**src/rtl/pointer_report_builder_assert.svh**
```systemverilog
// assertion macros for the pointer report builder
// expects clk and arst_n in the scope where a macro is used
`ifndef POINTER_REPORT_BUILDER_ASSERT_SVH
`define POINTER_REPORT_BUILDER_ASSERT_SVH

// consequent checked in the same cycle as the antecedent
`define PRB_ASSERT_SAME(label, ante, cons, msg) \
	label: assert property (@(posedge clk) disable iff (!arst_n) (ante) |-> (cons)) \
		else $error(msg);

// consequent checked in the cycle after the antecedent
`define PRB_ASSERT_NEXT(label, ante, cons, msg) \
	label: assert property (@(posedge clk) disable iff (!arst_n) (ante) |=> (cons)) \
		else $error(msg);

`endif

```
**src/rtl/prb_pkg.sv**
```systemverilog
// shared types and constants for the pointer report builder
// no dependencies
package prb_pkg;

	localparam logic [7:0] ABS_DEVICE = 8'd1;
	localparam int ABS_SCALE  = 3;
	localparam int POS_LIMIT  = 32767;
	localparam int ABS_KNEE   = POS_LIMIT / ABS_SCALE;
	localparam int REL_SHIFT  = 4;
	localparam int STEP_SHIFT = 8;
	localparam int STEP_LIMIT = 127;

	typedef enum logic [1:0] {
		REPORT_NONE = 2'd0,
		REPORT_REL  = 2'd1,
		REPORT_ABS  = 2'd2
	} report_kind_t;

	typedef struct packed {
		logic               packet_valid;
		logic [7:0]         device_kind;
		logic signed [15:0] motion_x;
		logic signed [15:0] motion_y;
		logic [7:0]         button_byte;
		logic               host_ready;
	} prb_in_t;

	typedef struct packed {
		report_kind_t       report_kind;
		logic               button_mask;
		logic signed [7:0]  rel_dx;
		logic signed [7:0]  rel_dy;
		logic signed [15:0] abs_x;
		logic signed [15:0] abs_y;
	} prb_out_t;

	typedef struct packed {
		logic [15:0] acc_x;
		logic [15:0] acc_y;
		logic [15:0] pos_x;
		logic [15:0] pos_y;
		logic [7:0]  last_buttons;
		logic        mask_bit;
		logic        rel_pending;
		logic        abs_pending;
	} prb_state_t;

endpackage

```
**src/rtl/prb_pass.sv**
```systemverilog
// one loop pass: next state and report from the current state and one item
// depends on prb_pkg
module prb_pass (
	input  prb_pkg::prb_state_t st,
	input  prb_pkg::prb_in_t    item,
	output prb_pkg::prb_state_t st_next,
	output prb_pkg::prb_out_t   res
);
	import prb_pkg::*;

	typedef struct packed {
		logic signed [7:0] step;
		logic [15:0]       rest;
	} drain_t;

	function automatic logic [15:0] scale_abs(input logic signed [15:0] m);
		logic signed [17:0] p;
		p = (18'(m) <<< 1) + 18'(m);
		if (m >= ABS_KNEE)
			return 16'(POS_LIMIT);
		else if (m <= -ABS_KNEE)
			return 16'(-POS_LIMIT);
		else
			return p[15:0];
	endfunction

	function automatic logic is_small(input logic [15:0] v);
		return (v[15:8] == 8'h00) || (v[15:8] == 8'hFF && v[7:0] != 8'h00);
	endfunction

	function automatic drain_t drain(input logic [15:0] v);
		drain_t d;
		logic [7:0] q;
		q = v[15:8] + {7'd0, v[15] && (v[7:0] != 8'h00)};
		if (q == 8'h80)
			q = 8'(-STEP_LIMIT);
		d.step = q;
		d.rest = v - {q, {STEP_SHIFT{1'b0}}};
		return d;
	endfunction

	logic        abs_pkt;
	logic        rel_pkt;
	logic        btn_change;
	logic [15:0] acc_x1;
	logic [15:0] acc_y1;
	drain_t      dr_x;
	drain_t      dr_y;
	logic        pend_rel;

	assign abs_pkt    = item.packet_valid && (item.device_kind == ABS_DEVICE);
	assign rel_pkt    = item.packet_valid && (item.device_kind != ABS_DEVICE);
	assign btn_change = item.packet_valid && (item.button_byte != st.last_buttons);

	assign acc_x1 = rel_pkt ? st.acc_x + (item.motion_x << REL_SHIFT) : st.acc_x;
	assign acc_y1 = rel_pkt ? st.acc_y + (item.motion_y << REL_SHIFT) : st.acc_y;
	assign dr_x   = drain(acc_x1);
	assign dr_y   = drain(acc_y1);

	always_comb begin
		pend_rel = st.rel_pending || rel_pkt;
		if (is_small(acc_x1) || is_small(acc_y1))
			pend_rel = 1'b0;
		if (dr_x.step != 8'sd0 || dr_y.step != 8'sd0)
			pend_rel = 1'b1;
		if (btn_change)
			pend_rel = 1'b1;
	end

	always_comb begin
		st_next              = st;
		st_next.acc_x        = dr_x.rest;
		st_next.acc_y        = dr_y.rest;
		st_next.pos_x        = abs_pkt ? scale_abs(item.motion_x) : st.pos_x;
		st_next.pos_y        = abs_pkt ? scale_abs(item.motion_y) : st.pos_y;
		st_next.abs_pending  = st.abs_pending || abs_pkt;
		st_next.rel_pending  = pend_rel;
		st_next.last_buttons = btn_change ? item.button_byte : st.last_buttons;
		st_next.mask_bit     = btn_change ? (item.button_byte == 8'h00) : st.mask_bit;
		res.report_kind      = REPORT_NONE;
		if (item.host_ready) begin
			if (pend_rel) begin
				res.report_kind     = REPORT_REL;
				st_next.rel_pending = 1'b0;
			end else if (st_next.abs_pending) begin
				res.report_kind     = REPORT_ABS;
				st_next.abs_pending = 1'b0;
			end
		end
		res.button_mask = st_next.mask_bit;
		res.rel_dx      = dr_x.step;
		res.rel_dy      = dr_y.step;
		res.abs_x       = st_next.pos_x;
		res.abs_y       = st_next.pos_y;
	end

endmodule

```
**src/rtl/pointer_report_builder.sv**
```systemverilog
// pointer report builder top level: input register, pass logic, report register
// depends on prb_pkg, prb_pass and pointer_report_builder_assert.svh
//
// Each transferred item is one polling pass and yields exactly one report item.
// The block sustains one item per clock while reports are not stalled: an item
// waits in the input register, and as it fires the pass logic updates the
// accumulator, position and flag registers and loads the report register with
// them, so each item passes the input register and then the report register.
// The rate is set by the loop through the state registers; a stalled report holds
// and item_stall rises only while the input and report registers are both full.
`include "pointer_report_builder_assert.svh"

module pointer_report_builder (
	input  logic              clk,
	input  logic              arst_n,
	input  logic              item_valid,
	output logic              item_stall,
	input  prb_pkg::prb_in_t  item,
	output logic              report_valid,
	input  logic              report_stall,
	output prb_pkg::prb_out_t report
);
	import prb_pkg::*;

	prb_in_t    item_s1;
	logic       valid_s1;
	prb_state_t st_q;
	prb_state_t st_next;
	prb_out_t   res_next;
	prb_out_t   report_q;
	logic       report_valid_q;
	logic       fire;

	assign fire       = valid_s1 && (!report_valid_q || !report_stall);
	assign item_stall = valid_s1 && !fire;

	prb_pass u_pass (
		.st      (st_q),
		.item    (item_s1),
		.st_next (st_next),
		.res     (res_next)
	);

	always_ff @(posedge clk or negedge arst_n) begin
		if (!arst_n) begin
			valid_s1       <= 1'b0;
			report_valid_q <= 1'b0;
			st_q           <= '0;
		end else begin
			if (!item_stall)
				valid_s1 <= item_valid;
			if (fire) begin
				st_q           <= st_next;
				report_valid_q <= 1'b1;
			end else if (!report_stall) begin
				report_valid_q <= 1'b0;
			end
		end
	end

	always_ff @(posedge clk) begin
		if (item_valid && !item_stall)
			item_s1 <= item;
		if (fire)
			report_q <= res_next;
	end

	assign report_valid = report_valid_q;
	assign report       = report_q;

	`PRB_ASSERT_SAME(a_acc_x_residue, 1'b1,
		st_q.acc_x[15:8] == 8'h00 || st_q.acc_x[15:8] == 8'hFF,
		"x accumulator kept a whole step")
	`PRB_ASSERT_SAME(a_acc_y_residue, 1'b1,
		st_q.acc_y[15:8] == 8'h00 || st_q.acc_y[15:8] == 8'hFF,
		"y accumulator kept a whole step")
	`PRB_ASSERT_SAME(a_abs_needs_pending, fire && res_next.report_kind == REPORT_ABS,
		st_q.abs_pending || (item_s1.packet_valid && item_s1.device_kind == ABS_DEVICE),
		"absolute report with nothing pending")
	`PRB_ASSERT_NEXT(a_rel_sent_clears, fire && res_next.report_kind == REPORT_REL,
		!st_q.rel_pending, "relative pending not cleared after transfer")
	`PRB_ASSERT_SAME(a_stall_needs_item, item_stall, valid_s1 && report_valid_q,
		"input stalled with room downstream")

endmodule

```
**config.mk**
```make
export PLATFORM = sky130hd
export DESIGN_NAME = pointer_report_builder
export DESIGN_NICKNAME = d
export VERILOG_FILES = /design/src/rtl/prb_pkg.sv /design/src/rtl/prb_pass.sv /design/src/rtl/pointer_report_builder.sv
export VERILOG_INCLUDE_DIRS = /design/src /design/src/rtl
export SDC_FILE = /design/constraint.sdc
export NUM_CORES = 1
export LEC_CHECK = 0
export BUFFER_PORTS_ARGS = -buffer_cell sky130_fd_sc_hd__buf_2
export CORE_MARGIN = 4
export CORE_UTILIZATION = 30
export CTS_CLUSTER_DIAMETER = 200
export CTS_CLUSTER_SIZE = 28
export DETAILED_ROUTE_END_ITERATION = 8
export PLACE_DENSITY = 0.53
export SETUP_SLACK_MARGIN = 0.1
export SLEW_MARGIN = 0
export SYNTH_ARGS = -nofsm -noshare
export SYNTH_HDL_FRONTEND = slang
export SYNTH_HIERARCHICAL = 1
export SYNTH_SLANG_ARGS = --single-unit
export TNS_END_PERCENT = 20
```
**constraint.sdc**
```tcl
create_clock -name clk -period 15.2 [get_ports clk]
set_clock_uncertainty 0.2 [all_clocks]
set_input_delay 3.04 -clock clk [delete_from_list [all_inputs] [get_ports clk]]
set_output_delay 3.04 -clock clk [all_outputs]
set_load 0.02 [all_outputs]
```
==> qor.yml, run 1 <==
clockBufferDepth: 2
synth_area_sq_mm: 0.01187
synth_warnings: 6
io_buffers: 106
crit_chain: "buf_2, nand3_1, inv_1, buf_2"
via_count: 7906
cts_tree: "built"
setup_tns_ns: 0
met3_usage_pct: 2.687
postCtsResizedCells: 0
fin_area_sq_mm: 0.01320
totalWireLength_um: 26450
p_per_area_mw_per_mm2: 177.1
ys_top_cells_by_area: "edfxtp_1 (26%), dfrtp_1 (16%), ha_1 (11%)"
die-area_sq_mm: 0.04281
hold_class: "flip-flop to flip-flop"
worstSetupPathType: "primary input to output port"
slew_viol_final: 0
rsz0062_at_grt: "no"
cp-end-kind: "output port"
timing.fmax_mhz: 148.2
cts_root_buf: "clkbuf_16"
hold_violations: 0
async_flop_share_pct: 43.26
cts_hold_buf: 0
cts.sinks: 178
grt_pass1_wl_um: 43000
drive_gt1_share_pct: 24.04
dp_hpwl_um: 19400
start_util_pct: 30.50
stdcell_count: 1658
htreeDepth: 4
worstMarginPinSlew_ns: 1.052
yosysMostFrequentCell: "ha_1"
placeableCoreArea_sq_mm: 0.03892
ys.flop_type: "edfxtp_1"
place_area_sq_mm: 0.01259
layout_min_cycle_time_ns: 6.748
ant_nets: 0
yosys.area.top_type: "edfxtp_1"
drt_iter0_drc: 422
final.period_utilization_pct: 44.40
met2_usage_pct: 20.18
ys_types: 89
ir_drop_v: 0.00008302
cp_max_fo: 3
place_congestion: 0.8181
synthToLayoutAreaGrowth_pct: 11.24
ys_top_cells_by_count: "ha_1 (104), edfxtp_1 (101), dfrtp_1 (77)"
synth_edf_count: 101
dieHeight_um: 206.9
wl_per_cell_um: 15.95
die_w_um: 206.9
clkLatencyLatePin_ns: 0.45
grt-busiest-layer: "met2"
required_ns: 11.96
seq_area_frac_synth_pct: 41.79
grt_overflow: 0
met1_usage_pct: 17.52
place_inst: 1626
p_leak_nw: 5.675
syn_area_per_cell_sq_um: 11.15
cpMostUsedCell: "buf_2"
rows: 72
synthCells: 1064
antenna_found_initial: 0
grt_util_all_layers_pct: 12.68
antenna_cells: 0
boundaryPins: 107
crit_path_top_delay_cell: "buf_2"
first_global_vias: 7947
start_kind: "primary input"
reg2regPathDepth: 28
cts.clk_slew.worst_paths_ns: 0.07
post-route-drc-count: 0
critical_path.max_stage_delay_ns: 0.16
finalSetupViolations: 0
status: "complete, no violations"
dp_slack_ns: 8.454
hold_depth: 1
grt_max_degree: 71
drv_cap: 0
drt-pass1-iter-count: 4
slew_headroom_pct: 29.87
fin_nets: 1291
cts_setup_buffers: 0
via_per_inst: 4.768
setup_slack_ns: 8.452
yosys_register_bits: 178
synth.top_cell.area_share_pct: 25.55
cp.arrival_ns: 3.51
numCtsBuffers: 17
synth.net_count: 1228
logic make-up (layout without fill, tap and decap cells):
kind of cell               count (synthesis)  after routing  synth area share [%]
adders and majority gates                110            110                 11.98
muxes                                     93             93                 10.01
AOI/OAI and AO/OA                        238            238                 14.48
DFF                                      178            178                 41.79
and+or+nand+nor                          243            243                 10.63
xor gates and xnor gates                  56             56                 4.259
buffers and inverters                    146            222                 6.852
layout make-up:
class / count / area [sq um]
clock inverters: 15 / 188.9
repair buffers: 114 / 593.1
fillers: 3966 / 25710
clock buffers: 17 / 425.4
inverters: 76 / 285.3
flip-flops and latches: 178 / 4960
multi-input cells: 740 / 6102
well taps: 518 / 648.1
flip-flops by register name (all words and copies together) (netlist names):
name          count
st_q             75
item_s1          50
report           51
valid_s1          1
report_valid      1
metal layers:
layer  wire, um  share of wire, %
met4        381               1.4
met3       1036               3.9
met2      11830                45
met1      13200                50
met5          0                 0
worst paths after layout:
check	start	end	slack, ns
worst max-delay path	report_stall	item_stall	8.45
worst min-delay path	valid_s1	report_valid	0.30
worst max register to register	item_s1[26]	st_q[73]	8.58
worst min register to register	valid_s1	report_valid	0.30
max in group asynchronous	arst_n	st_q[36]	11.41
min in group asynchronous	arst_n	st_q[8]	2.37
critical path: cells and delay by family:
family / cells / cell delay, ns
buffers and inverters: 3 / 0.36
and+or+nand+nor: 1 / 0.11
power by group:
part           switching (W)  leakage (nW)  internal, W  total (W)
Combinational       0.000646          3.40     0.000509    0.00115
Sequential         0.0000728          1.97     0.000635   0.000708
Clock               0.000211         0.304     0.000264   0.000475
Total               0.000930          5.67      0.00141    0.00234
through the flow:
step / hold slack [ns] / total power (W) / utilization (%)
after floorplan: 0.2516 / 0.001634 / -
after global placement: 0.2770 / 0.001852 / 32.35
after detailed placement: 0.2898 / 0.001864 / 32.35
after CTS: 0.3054 / 0.002359 / 33.92
after global routing: 0.3172 / 0.002527 / 33.92
final: 0.2991 / 0.002338 / 33.92
cell usage in the layout, fill, tap and decap left out, drive strengths merged, types with 16 or more instances in the layout:
cell type  count
edfxtp       101
ha           104
nor2b         16
buf          114
nor2          57
inv           86
mux2          86
nor3          21
dfrtp         77
xnor2         40
o21ai         67
o21a          36
nand3         16
xor2          16
a21oi         50
clkbuf        17
nand2         56
(Power assumes the default switching activity.)
==> run 2, diff against run 1 <==
- clock period: 15.2 -> 6.6 ns (I/O delays scaled with it)
==> run 2 against run 1 <==
Setup slack worse by 7.9 ns; non-clock buffer count up 14; clock power up 140%; via count up 0.25%; clock-buffer cell count unchanged; cell count up 0.84%; global-route usage up 0.19 points; critical path type is now flip-flop to flip-flop; register-to-register slack worse by 8.1 ns; utilization up 0.42 points; sequential power up 130%.
==> qor.yml, run 2 (synthesis results as in run 1) <==
cts_hold_buf: 0  # unchanged
crit_path_top_delay_cell: "edfxtp_1"  # was buf_2
cts.sinks: 178  # unchanged
start_util_pct: 30.50  # unchanged
final_common_cell: "buf_2"  # unchanged
worstMarginPinSlew_ns: 1.028  # was 1.052 ns
cts_root_buf: "clkbuf_16"  # unchanged
synthToLayoutAreaGrowth_pct: 12.63  # was 11.24%
final.period_utilization_pct: 92.22
io_buffers: 106  # unchanged
finalSetupViolations: 0  # unchanged
rows: 72  # unchanged
first_global_vias: 8004  # was 7947
place_congestion: 0.8094  # was 0.8181
p_per_area_mw_per_mm2: 406.8  # was 177.1 mW/mm^2
hold_violations: 0  # unchanged
setup_tns_ns: 0  # unchanged
clkLatencyLatePin_ns: 0.44  # was 0.45 ns
htreeDepth: 4  # unchanged
dieHeight_um: 206.9  # unchanged
fin_nets: 1305  # was 1291
boundaryPins: 107  # unchanged
cts.clk_slew.worst_paths_ns: 0.08  # was 0.07 ns
die_w_um: 206.9  # unchanged
final_cell_mix: "buf_2 (105), ha_1 (103), edfxtp_1 (101)"  # was buf_2 (105), ha_1 (104), edfxtp_1 (101)
antenna_cells: 0  # unchanged
via_per_inst: 4.740  # was 4.768
dp_hpwl_um: 19720  # was 19400 um
critical_path.max_stage_delay_ns: 0.53  # was 0.16 ns
slew_headroom_pct: 31.48  # was 29.87%
timing.fmax_mhz: 164.3
cp_max_fo: 6  # was 3
grt_max_degree: 127  # was 71
drive_gt1_share_pct: 25.48  # was 24.04%
start_kind: "flip-flop"  # was primary input
cp.arrival_ns: 6.21  # was 3.51 ns
ant_nets: 0  # unchanged
largest-register: "st_q"  # unchanged
slew_viol_final: 0  # unchanged
grt_overflow: 0  # unchanged
status: "complete, no violations"  # unchanged
largest_reg_flops: 75  # unchanged
post-route-drc-count: 0  # unchanged
totalWireLength_um: 26960  # was 26450 um
ir_drop_v: 0.0001740  # was 0.00008302 V
worstSetupPathType: "flip-flop to flip-flop"  # was primary input to output port
drv_cap: 0  # unchanged
layout_min_cycle_time_ns: 6.086
wl_per_cell_um: 16.13  # was 15.95 um
required_ns: 6.73  # was 11.96 ns
drt-pass1-iter-count: 5  # was 4
whs_ns: 0.2928  # was 0.2991 ns
rsz0062_at_grt: "yes"  # was no
clockBufferDepth: 2  # unchanged
grt_util_all_layers_pct: 12.88  # was 12.68%
cp-end-kind: "flip-flop"  # was output port
p_leak_nw: 5.758  # was 5.675 nW
placeableCoreArea_sq_mm: 0.03892  # unchanged
cts_tree: "built"  # unchanged
die-area_sq_mm: 0.04281  # unchanged
hold_class: "flip-flop to flip-flop"  # unchanged
grt_pass1_wl_um: 43310  # was 43000 um
numCtsBuffers: 17  # unchanged
via_count: 7926  # was 7906
drt_iter0_drc: 400  # was 422
antenna_found_initial: 0  # unchanged
==> run 2: layout make-up <==
class                   count  area, sq um
clock inverters            15        212.7
multi-input cells         740         6126
flip-flops and latches    178         4960
inverters                  76        285.3
fillers                  3916        25550
repair buffers            128        710.7
well taps                 518        648.1
clock buffers              17        425.4
==> run 2: power breakdown <==
| part | switching (W) | leakage, nW | internal, W |
|---|---|---|---|
| clock | 0.000506 | 0.314 | 0.000618 |
| sequential | 0.000172 | 1.97 | 0.00146 |
| combinational | 0.00149 | 3.47 | 0.00119 |
| total | 0.00216 | 5.76 | 0.00328 |
==> run 2: through the flow <==
stage / setup slack, ns / instance area (sq um) / cells / utilization [%] / total power (W)
final: 0.5136 / 13370 / 1672 / 34.35 / 0.005438
after global routing: 0.07976 / 13370 / 1672 / 34.35 / 0.005875
after CTS: 0.2330 / 13260 / 1661 / 34.08 / 0.005469
after detailed placement: 0.2634 / 12620 / 1629 / 32.44 / 0.004303
after global placement: 0.4380 / 12620 / 1629 / 32.44 / 0.004287
after floorplan: 0.7586 / 11870 / 1064 / - / 0.003764
==> run 2: worst paths after layout <==
| kind | cells after the start | slack, ns | end | from |
|---|---|---|---|---|
| max in group asynchronous | 2 | 4.46 | st_q[20] | arst_n |
| hold / removal | 1 | 0.29 | report_valid | valid_s1 |
| min in group asynchronous | 1 | 0.56 | st_q[72] | arst_n |
| hold reg to reg | 1 | 0.29 | report_valid | valid_s1 |
| setup reg to reg | 26 | 0.51 | st_q[57] | item_s1[17] |
| setup / recovery | 26 | 0.51 | st_q[57] | item_s1[17] |
==> run 2: repair_timing <==
item,CTS,global route
gates resized for setup,0,7
setup buffers,0,11
setup endpoints to repair,0,4
==> run 2: critical path, delay by kind of cell (launching register included) <==
| family | cells | cell delay [ns] |
|---|---|---|
| flip-flops | 1 | 0.53 |
| AND/OR/NAND/NOR | 9 | 1.23 |
| multiplexers | 2 | 0.52 |
| AO/OA/AOI/OAI | 8 | 1.58 |
| adder cells (fa/ha/maj) | 5 | 1.65 |
| XOR/XNOR | 2 | 0.26 |
==> run 2: per-layer routing <==
layer | wire, um | up-vias | global-route usage, % | share of wire [%]
met5 | 0 | - | 0 | 0
met4 | 290 | 0 | 3.329 | 1.1
met3 | 1139 | 18 | 2.812 | 4.2
met2 | 12070 | 121 | 20.25 | 45
met1 | 13460 | 3821 | 18.10 | 50
li1 | - | 3966 | - | -
==> run 3, diff against run 2 <==
- CORE_UTILIZATION: 30 -> 57
- PLACE_DENSITY: 0.53 -> 0.84
==> run 3 against run 2 <==
Clock power shrank 9.8%; global-route usage grew 7.5 points; largest power group unchanged; flip-flop and latch count is the same; cell count shrank 15%; combinational power grew 3%; non-clock buffer count shrank 1; wire length shrank 11%; sequential power is essentially flat; clock-buffer cell count grew 2.
==> qor.yml, run 3 (synthesis results as in run 1) <==
worstMarginPinSlew_ns: 1.073  # was 1.028 ns
timing.fmax_mhz: 158.8  # was 164.3 MHz
hold_depth: 1  # unchanged
cp_max_fo: 6  # unchanged
drt-met1-wl_um: 10990  # was 13460 um
largest-register: "st_q"  # unchanged
clkLatencyLatePin_ns: 0.43  # was 0.44 ns
first_global_vias: 7899  # was 8004
slew_viol_final: 0  # unchanged
antenna_found_initial: 0  # unchanged
grt_overflow: 0  # unchanged
final_common_cell: "buf_2"  # unchanged
hold_violations: 0  # unchanged
fin_area_sq_mm: 0.01305  # was 0.01337 sq mm
ir_drop_v: 0.0002198  # was 0.0001740 V
rsz0062_at_grt: "yes"  # unchanged
finalSetupViolations: 0  # unchanged
critical_path.max_stage_delay_ns: 0.52  # was 0.53 ns
placeableCoreArea_sq_mm: 0.02036  # was 0.03892 sq mm
via_count: 8162  # was 7926
ant_nets: 0  # unchanged
dp_slack_ns: 0.2026  # was 0.2634 ns
p_per_area_mw_per_mm2: 413.7  # was 406.8 mW/mm^2
rows: 52  # was 72
wl_met2_um: 11340  # was 12070 um
antenna_cells: 0  # unchanged
worstSetupPathType: "flip-flop to flip-flop"  # unchanged
grt_util_all_layers_pct: 20.35  # was 12.88%
stdcell_count: 1423  # was 1672
cp-end-kind: "flip-flop"  # unchanged
p_leak_nw: 5.726  # was 5.758 nW
cts.clk_slew.worst_paths_ns: 0.07  # was 0.08 ns
holdPathEnd: "report_valid"  # unchanged
synthToLayoutAreaGrowth_pct: 9.951  # was 12.63%
place_area_sq_mm: 0.01230  # was 0.01262 sq mm
totalWireLength_um: 24040  # was 26960 um
crit_path_top_delay_cell: "edfxtp_1"  # unchanged
hold_class: "flip-flop to flip-flop"  # unchanged
start_kind: "flip-flop"  # unchanged
die_w_um: 152.3  # was 206.9 um
hp-start: "valid_s1"  # unchanged
numCtsBuffers: 17  # unchanged
status: "complete, no violations"  # unchanged
setup_slack_ns: 0.3044  # was 0.5136 ns
place_congestion: 0.9101  # was 0.8094
dieHeight_um: 152.3  # was 206.9 um
required_ns: 6.72  # was 6.73 ns
start_util_pct: 58.28  # was 30.50%
reg2regPathDepth: 28  # was 26
r2r-end: "st_q[73]"  # was st_q[57]
drv_cap: 0  # unchanged
grt_pass1_wl_um: 39230  # was 43310 um
grt_max_degree: 127  # unchanged
drive_gt1_share_pct: 26.11  # was 25.48%
whs_ns: 0.2966  # was 0.2928 ns
fillerInstances: 1583  # was 3916
cts.sinks: 178  # unchanged
cp.arrival_ns: 6.42  # was 6.21 ns
setup_tns_ns: 0  # unchanged
top_layer: "met4"  # unchanged
io_buffers: 106  # unchanged
drt_iter0_drc: 502  # was 400
reg2reg_from: "item_s1[27]"  # was item_s1[17]
dp_hpwl_um: 16880  # was 19720 um
post-route-drc-count: 0  # unchanged
cts_root_buf: "clkbuf_16"  # unchanged
cts_hold_buf: 0  # unchanged
final.period_utilization_pct: 95.39  # was 92.22%
boundaryPins: 107  # unchanged
dr_wl_met3_um: 1310  # was 1139 um
wl_per_cell_um: 16.90  # was 16.13 um
layout_min_cycle_time_ns: 6.296  # was 6.086 ns
cts_tree: "built"  # unchanged
drt-pass1-iter-count: 5  # unchanged
regToRegSetupSlack_ns: 0.30  # was 0.51 ns
htreeDepth: 4  # unchanged
slew_headroom_pct: 28.47  # was 31.48%
fin_nets: 1304  # was 1305
final_cell_mix: "buf_2 (105), edfxtp_1 (101), ha_1 (97)"  # was buf_2 (105), ha_1 (103), edfxtp_1 (101)
place_inst: 1379  # was 1629
via_per_inst: 5.736  # was 4.740
clockBufferDepth: 2  # unchanged
die-area_sq_mm: 0.02320  # was 0.04281 sq mm
largest_reg_flops: 75  # unchanged
run 3: cell count changes in the layout (fill, tap and decap cells not counted), sizes merged:
cell    change
buf         -1
bufinv      -1
inv         -5
clkinv      +4
clkbuf      +2
run 3: how the worst max path moves through the flow:
stage / slack [ns] / end / from / cells after the start
2_1_floorplan: 0.76 / st_q[73] / item_s1[26] / 28
3_3_place_gp: 0.44 / st_q[73] / item_s1[27] / 28
3_5_place_dp: 0.20 / st_q[73] / item_s1[27] / 28
4_1_cts: 0.11 / st_q[73] / item_s1[27] / 28
5_1_grt: -0.09 / st_q[73] / item_s1[27] / 28
6_report: 0.30 / st_q[73] / item_s1[27] / 28
run 3: worst max-delay path, delay by kind of cell (launching register included):
| family | cells | cell delay [ns] |
|---|---|---|
| muxes | 2 | 0.53 |
| buffers and inverters | 1 | 0.08 |
| adders and majority gates | 5 | 1.38 |
| DFF | 1 | 0.52 |
| xor gates and xnor gates | 2 | 0.33 |
| and+or+nand+nor | 10 | 1.26 |
| AOI/OAI and AO/OA | 8 | 1.85 |
run 3: cell type report:
type | instances | area, sq um | area share (%)
clock buffers | 19 | 432.9 | 3.317
clock inverters | 13 | 151.4 | 1.160
inverters | 76 | 285.3 | 2.186
multi-input cells | 740 | 6180 | 47.35
flip-flops and latches | 178 | 4960 | 38.01
well taps | 270 | 337.8 | 2.589
repair buffers | 127 | 703.2 | 5.388
run 3: what timing repair did:
action	4_1_cts	5_1_grt
setup buffers	0	12
gates resized for setup	0	18
endpoints found under the setup margin	0	5
run 3: per-stage QoR:
stage	total power [W]	utilization, %
2_1_floorplan	0.003764	-
3_3_place_gp	0.004172	60.39
3_5_place_dp	0.004260	60.39
4_1_cts	0.005299	63.26
5_1_grt	0.005784	64.08
6_report	0.005398	64.08
run 3: metal layers:
layer  vias to the layer above  track usage (%)
met5                         -                0
met2                       267            32.96
met1                      3896            27.74
met3                        36            4.033
met4                         0            6.592
li1                       3963                -
run 3: report_power, final:
| group | switching [W] | internal [W] | total, W |
|---|---|---|---|
| Combinational | 0.00154 | 0.00122 | 0.00276 |
| Sequential | 0.000163 | 0.00146 | 0.00163 |
| Clock | 0.000445 | 0.000565 | 0.00101 |
| Total | 0.00215 | 0.00325 | 0.00540 |
